File: config.mk
export PLATFORM = sky130hd
export DESIGN_NAME = mp2_ram
export DESIGN_NICKNAME = d
export VERILOG_FILES = /design/src/rtl/mp2_ram.sv
export SDC_FILE = /design/constraint.sdc
export NUM_CORES = 1
export LEC_CHECK = 0
export BUFFER_PORTS_ARGS = -buffer_cell sky130_fd_sc_hd__buf_2
export CAP_MARGIN = 40
export CORE_MARGIN = 3
export CORE_UTILIZATION = 30
export CTS_CLUSTER_DIAMETER = 100
export DETAILED_ROUTE_END_ITERATION = 8
export GPL_TIMING_DRIVEN = 0
export MAX_ROUTING_LAYER = met4
export SLEW_MARGIN = 15
export SYNTH_ARGS = -nofsm -noshare
export SYNTH_HDL_FRONTEND = slang
export SYNTH_SLANG_ARGS = --single-unit
export TNS_END_PERCENT = 1
File: constraint.sdc
create_clock -name clk -period 1.6 [get_ports clk]
set_input_delay 0 -clock clk [delete_from_list [all_inputs] [get_ports clk]]
set_output_delay 0 -clock clk [all_outputs]
set_load 0.02 [all_outputs]
File: src/rtl/mp2_ram.sv
// Generic single-clock RAM: one write port, one read port, registered read data.
module mp2_ram #(
  parameter int WIDTH = 8,
  parameter int DEPTH = 16
) (
  input  logic                     clk,
  input  logic                     we,
  input  logic [$clog2(DEPTH)-1:0] waddr,
  input  logic [WIDTH-1:0]         wdata,
  input  logic                     re,
  input  logic [$clog2(DEPTH)-1:0] raddr,
  output logic [WIDTH-1:0]         rdata
);

  logic [WIDTH-1:0] mem [DEPTH];

  // read returns the old contents when both ports hit the same entry
  always_ff @(posedge clk) begin
    if (we) begin
      mem[waddr] <= wdata;
    end
    if (re) begin
      rdata <= mem[raddr];
    end
  end

endmodule

* Yosys cells after proc, flatten, opt, wreduce, memory -nomap -nowiden *
Memories as Yosys holds them, arrays and structs flattened. A register that Yosys moved wholly into a read port is not among the register bits.
Cells that the tools add are included.

storage, ports and cells
  register bits = 0
  logic and storage cells = 3
  output and inout bits = 8
  RAM bits = 128
  memories = 1

operators by class
  multiplexer cells = 2

memory list
  memory  depth  width  read ports  clocked after Yosys merged registers in  write ports  line  text
  mem     16     8      1           1                                        1            15    logic [WIDTH-1:0] mem [DEPTH];

operators with widths
  operator           count
  two-way mux 1 bit  2

* Logic depth before layout (Yosys ltp) *
Gate-level depths: netlist of the first run.

  depth in word-level cells = 2
  mapped depth = 5
  depth with buffers taken out = 3

* Least setup slack after synthesis of the first run *
No wires, ideal clock.

  kind = input to register
  start point = in waddr[2]
  end point = mem mem[0][0] (enable)
  required time = 1.217 ns
  library setup time = 0.383 ns
  setup slack = 0.107 ns
  stages on the path = 2
  arrival = 1.110 ns
  path through = or3b_2 nor3_1

RTL lines
  item                line  text
  start: declaration  8     input logic [$clog2(DEPTH)-1:0] waddr,
  end: declaration    15

No word-level cell before the write port.

==> flow_metrics.py, run 1 <==
metrics = {
    "die": {
        "rows": 47,
        "die_h_um": 138.0,
        "coreArea_sq_um": 16820,
        "fp.dieW_um": 138.0,
        "start_util": 0.3108,
        "die_area_sq_um": 19050,
        "ios": 27,
    },
    "min_path": {
        "min_from": "waddr[0]",
        "hold_class": "in -> reg",
        "hold-path-cell-count": 2,
        "hold_end": "mem[4][6]",
    },
    "yosys": {
        "synth_fp_nets": 248,
        "netlist_area_sq_um": 5228,
        "synth.distinct_cells": 18,
        "synth_xor_area_frac": 0,
        "synth_edf_count": 136,
        "postSynthAreaPerCell_sq_um": 22.83,
        "synth.most_common_cell": "edfxtp_1",
        "ys.flop_type": "edfxtp_1",
        "yosysTopAreaCell": "edfxtp_1",
        "synth_adder_area_share": 0,
        "synth_top_family_by_area": "multiplexers",
        "synth_top_cell_area_share": 0.7812,
        "synth-seq-cells": 136,
        "synthArstFlopShare": 0,
        "yosys.area_share.simple": 0.03135,
        "synth_compound_area_frac": 0.02298,
        "ys.warnings.count": 0,
        "synthTopCellsByArea": "edfxtp_1 78%, mux4_2 7.8%, mux4_1 7.0%",
        "syn_inst": 229,
        "muxShareOfSynthArea": 0.1479,
        "ys_top_cells_by_count": "136 x edfxtp_1, 18 x mux4_2, 16 x a22oi_1, 14 x mux4_1, 13 x nor2_1",
        "ys_seq_area_frac": 0.7812,
    },
    "setup_path": {
        "worstSetupPathDepth": 3,
        "r2r_end": "rdata[2]",
        "rrSetupSlack_ps": 50,
        "critical_path.top_delay_family": "multiplexers",
        "cp_slowest_stage_delay_ps": 590,
        "path_cells": "mux4_1 -> a22oi_1 -> nand2_1",
        "cp.required_ps": 1760,
        "end_kind": "flip-flop",
        "path_class": "reg -> reg",
        "rr_worst_depth": 3,
        "crit_arrival_ps": 1700,
        "timing.rr.start": "mem[5][2]",
        "critPathSlowestCell": "mux4_1",
        "startpoint_type": "flip-flop",
        "crit_fanout": 1,
        "crit_buf_inv": 0,
    },
    "final_layout": {
        "antennaDiodeCount": 0,
        "layout.nets": 302,
        "syn_to_final_growth_pct": 20.51,
        "drive_gt1_frac": 0.2915,
        "instances_no_fill": 515,
    },
    "cts": {
        "holdBufCountCts": 9,
        "clk_path_buf_depth": 2,
        "cts_resized": 0,
        "cts.sinks": 136,
        "path_clk_slew_ps": 60,
        "cts-root-buf": "clkbuf_16",
        "cts_max_level": 4,
        "postCtsSetupBuffers": 0,
        "cts_tree": "done",
        "clock_latency_ps": 420,
        "cts_buffers": 17,
    },
    "sta": {
        "fmax_mhz": 645.9,
        "fin_crit_sh": 0.9676,
        "clock_skew_ps": 9.725,
        "finalSetupViolations": 0,
        "fin_crit_ps": 1548,
        "drv_slew": 0,
        "rsz0062_at_grt": "no",
        "tightest_slew_ps": 825.7,
        "setup_tns_ps": 0,
        "relSlewSlack": 0.4475,
        "hold_viol_final": 0,
    },
    "routing": {
        "drc": 0,
        "drt_first_iter_violations": 230,
        "antenna_left": 0,
        "drt_pass1_iterations": 4,
        "vias": 2408,
        "routed_wirelength_mm": 10.25,
        "avgViaCountPerCell": 4.676,
        "wl_per_cell_um": 19.89,
    },
    "grt": {
        "grt_usage": 0.1163,
        "grt_max_degree": 17,
        "grt_antenna_before_repair": 0,
        "grt_pass1_vias": 2519,
        "overflow": 0,
        "grt_pass1_wl_mm": 15.62,
    },
    "power_and_ir_drop": {
        "power.density_nw_per_um2": 1290,
        "ir_drop_mv": 0.6894,
        "p_leak_nw": 2.059,
        "power_mw": 8.126,
    },
    "placement": {
        "hpwl_mm": 6.595,
        "gp_congestion": 0.7068,
        "io_buffers": 25,
        "dp_cells": 475,
    },
    "run_status": {
        "outcome": "complete, no violations",
    },
    "flow_run": {
        "drv_cap": 0,
    },
}
metal layers:
| metal | vias up | global-route usage | routed length, um |
|---|---|---|---|
| li1 | 1097 | - | - |
| met1 | 1251 | 0.1543 | 4839 |
| met3 | 13 | 0.03902 | 416 |
| met4 | 0 | 0.03744 | 89 |
| met2 | 47 | 0.1703 | 4900 |
| met5 | - | - | 0 |
power breakdown:
group	switching [mW]	internal [mW]	leakage, nW
registers	0.0160	4.02	1.24
logic	0.248	0.170	0.564
clock network	1.41	2.27	0.259
total	1.68	6.45	2.06
placed cells by master, fill, tap and decap left out:
cell type,instances
edfxtp_1,136
buf_2,29
mux4_2,18
clkbuf_16,17
a22oi_1,16
mux4_1,14
nor2_1,13
nand2_1,9
dlygate4sd3_1,9
clkinvlp_4,5
buf_6,3
clkdlybuf4s25_2,3
nor3_2,3
nand3b_1,2
nand2b_1,2
clkinv_2,2
clkinv_4,2
bufinv_16,2
clkinv_1,2
nor2b_1,1
buf_4,1
and2_1,1
and2b_1,1
nand3_1,1
nor3_1,1
or3b_2,1
clkbuf_1,1
worst reg2reg max path, cell delays in order (launching register included):
cell and delay, ps:
edfxtp_1 360, mux4_1 590, a22oi_1 250, nand2_1 80
kinds of logic (layout without fill, tap and decap cells):
kind of cell,count (synthesis),count (layout)
compound gates,16,16
flops,136,136
buf+inv,10,76
mux,32,32
simple gates,35,35
per-stage QoR:
step	cell area (sq um)	hold slack, ps	worst slack, ps	utilization
after floorplan	5228	98.87	107.1	-
after global placement	5628	361.6	-447.1	0.3346
after detailed placement	5648	364.1	-150.2	0.3358
after CTS	6300	85.51	52.44	0.3746
after global routing	6300	99.53	3.766	0.3746
final	6300	97.18	51.81	0.3746
cell type report:
type / count / area, sq um
Tap cell: 220 / 275.3
Buffer: 10 / 86.33
Clock buffer: 18 / 429.2
Clock inverter: 13 / 132.6
Fill cell: 1574 / 10520
Timing Repair Buffer: 35 / 220.2
Sequential cell: 136 / 4084
Multi-Input combinational cell: 83 / 1072
registers in the layout (all words and copies together), names as in the netlist:
name / cells
mem: 128
rdata: 8
how the worst max path moves through the flow:
stage | from | endpoint | slack, ps
floorplan | waddr[2] | mem[0][0] | 110
global placement | waddr[2] | mem[0][1] | -450
detailed placement | waddr[2] | mem[3][2] | -150
CTS | mem[2][7] | rdata[7] | 50
global route | mem[5][3] | rdata[3] | 4
finish | mem[5][2] | rdata[2] | 50
No activity file was read; power rests on OpenSTA's default activity.
==> run 2: changes to the inputs <==
--- a/config.mk
+++ b/config.mk
@@ -13,6 +13,7 @@
 export DETAILED_ROUTE_END_ITERATION = 8
 export GPL_TIMING_DRIVEN = 0
 export MAX_ROUTING_LAYER = met4
+export RECOVER_POWER = 50
 export SLEW_MARGIN = 15
 export SYNTH_ARGS = -nofsm -noshare
 export SYNTH_HDL_FRONTEND = slang
==> run 2 against run 1 <==
  * Combinational power is 1% lower
  * Sequential power hardly changed
  * Final area is 0.20% lower
  * Critical path type unchanged
  * Total power hardly changed
  * Global-route usage stayed put
  * Count of clock-buffer cells in the layout stayed put
  * Critical path depth stayed put
  * Maximum frequency is 0.90% higher
  * Non-clock buffer count stayed put
==> flow_metrics.py, run 2 (same netlist as run 1, synthesis figures left out) <==
metrics = {
    "die": {
        "start_util": 0.3108,
        "die_h_um": 138.0,
        "die_area_sq_um": 19050,
        "coreArea_sq_um": 16820,
        "ios": 27,
        "fp.dieW_um": 138.0,
        "rows": 47,
    },
    "final_layout": {
        "final_common_cell": "edfxtp_1",
        "largest_register_ffs": 128,
        "top_regs": "mem (128), rdata (8)",
        "fillers": 1580,
        "antennaDiodeCount": 0,
        "syn_to_final_growth_pct": 20.27,
        "layout.nets": 302,
        "largest_register": "mem",
        "layout_common_cells": "136 x edfxtp_1, 19 x buf_2, 18 x mux4_2",
        "fin_util": 0.3738,
        "drive_gt1_frac": 0.2576,
    },
    "cts": {
        "clk_path_buf_depth": 2,
        "cts_buffers": 17,
        "cts_max_level": 4,
        "clock_latency_ps": 420,
        "cts_tree": "done",
        "cts_resized": 0,
        "path_clk_slew_ps": 60,
        "cts-root-buf": "clkbuf_16",
        "cts.sinks": 136,
    },
    "power_and_ir_drop": {
        "clkPwrFrac": 0.452,
        "cell_internal_pwr_mw": 6.447,
        "switching_power_mw": 1.674,
        "pwr-share-comb": 0.051,
        "switching_share": 0.2061,
        "ir_drop_mv": 0.6919,
        "seqPwrFrac": 0.497,
        "power.density_nw_per_um2": 1292,
        "p_leak_nw": 2.032,
    },
    "sta": {
        "drv_slew": 0,
        "fin_crit_sh": 0.9590,
        "hold_ws_ps": 94.04,
        "tightest_slew_ps": 855.6,
        "relSlewSlack": 0.4275,
        "hold_viol_final": 0,
        "fin_crit_ps": 1534,
        "fmax_mhz": 651.7,
        "rsz0062_at_grt": "no",
        "finalSetupViolations": 0,
        "clock_skew_ps": 12.32,
    },
    "routing": {
        "avgViaCountPerCell": 4.699,
        "vias": 2420,
        "drt_first_iter_violations": 233,
        "drc": 0,
        "antenna_left": 0,
        "wl_per_cell_um": 20.00,
        "routed_wirelength_mm": 10.30,
        "drt_pass1_iterations": 4,
    },
    "grt": {
        "grt_antenna_before_repair": 0,
        "grt_pass1_wl_mm": 15.62,
        "overflow": 0,
        "grt_usage": 0.1163,
        "grt_pass1_vias": 2519,
        "grt_max_degree": 17,
    },
    "min_path": {
        "hold_end": "mem[4][6]",
        "min_from": "waddr[0]",
        "hold-path-cell-count": 2,
        "hold_class": "in -> reg",
    },
    "run_status": {
        "outcome": "complete, no violations",
    },
    "setup_path": {
        "timing.rr.start": "mem[5][0]",
        "rrSetupSlack_ps": 70,
        "end_kind": "flip-flop",
        "path_class": "reg -> reg",
        "rr_worst_depth": 3,
        "crit_fanout": 1,
        "r2r_end": "rdata[0]",
        "startpoint_type": "flip-flop",
        "cp.required_ps": 1760,
        "crit_arrival_ps": 1690,
    },
    "placement": {
        "hpwl_mm": 6.595,
        "gp_congestion": 0.7068,
        "io_buffers": 25,
    },
    "flow_run": {
        "drv_cap": 0,
    },
}
## run 2: layout make-up
| class | instances | area [sq um] | share of cell area |
|---|---|---|---|
| tap | 220 | 275.3 | 0.04378 |
| clock inverter | 13 | 132.6 | 0.02109 |
| clock buffer | 18 | 429.2 | 0.06826 |
| timing repair buffer | 35 | 207.7 | 0.03303 |
| buffer | 10 | 86.33 | 0.01373 |
| sequential | 136 | 4084 | 0.6496 |
| multi-input combinational | 83 | 1072 | 0.1705 |
## run 2: worst max-delay path by stage
stage	startpoint	to	slack [ps]	depth (start not counted)
floorplan	waddr[2]	mem[0][0]	110	2
global placement	waddr[2]	mem[0][1]	-450	3
detailed placement	waddr[2]	mem[3][2]	-150	3
CTS	mem[2][7]	rdata[7]	50	3
global route	mem[5][3]	rdata[3]	4	3
finish	mem[5][0]	rdata[0]	70	3
## run 2: per-layer routing
layer	routed length, um	part of all wire	GRT usage	vias up
met5	0	0	-	-
met4	91	0.0088	0.03744	0
met3	651	0.063	0.03902	12
met2	4877	0.47	0.1703	67
met1	4680	0.45	0.1543	1248
li1	-	-	-	1093
## run 2: power by group through the flow
stage	combinational [mW]	clock, mW	sequential [mW]
global placement	0.395	0	4.10
detailed placement	0.407	0	4.11
CTS	0.424	3.74	4.03
finish	0.413	3.67	4.03
global route	0.450	3.92	4.04
floorplan	0.203	0	4.13
## run 2: stage by stage
step	area, sq um	power (mW)	worst slack [ps]	std cells	TNS [ps]
2_1_floorplan	5228	4.329	107.1	229	0
3_3_place_gp	5628	4.497	-447.1	474	-8277
3_5_place_dp	5648	4.513	-150.2	475	-3225
4_1_cts	6300	8.201	52.44	515	0
5_1_grt	6287	8.407	3.766	515	0
6_report	6287	8.121	65.59	515	0
## run 2: critical path, cell delays in order (launching register included)
cell,delay (ps)
edfxtp_1,360
mux4_1,550
a22oi_1,250
nand2_1,110
## run 2: timing repair
item | CTS | global route
setup buffers | 0 | 0
hold endpoints to repair | 127 | 0
hold buffers | 9 | 0
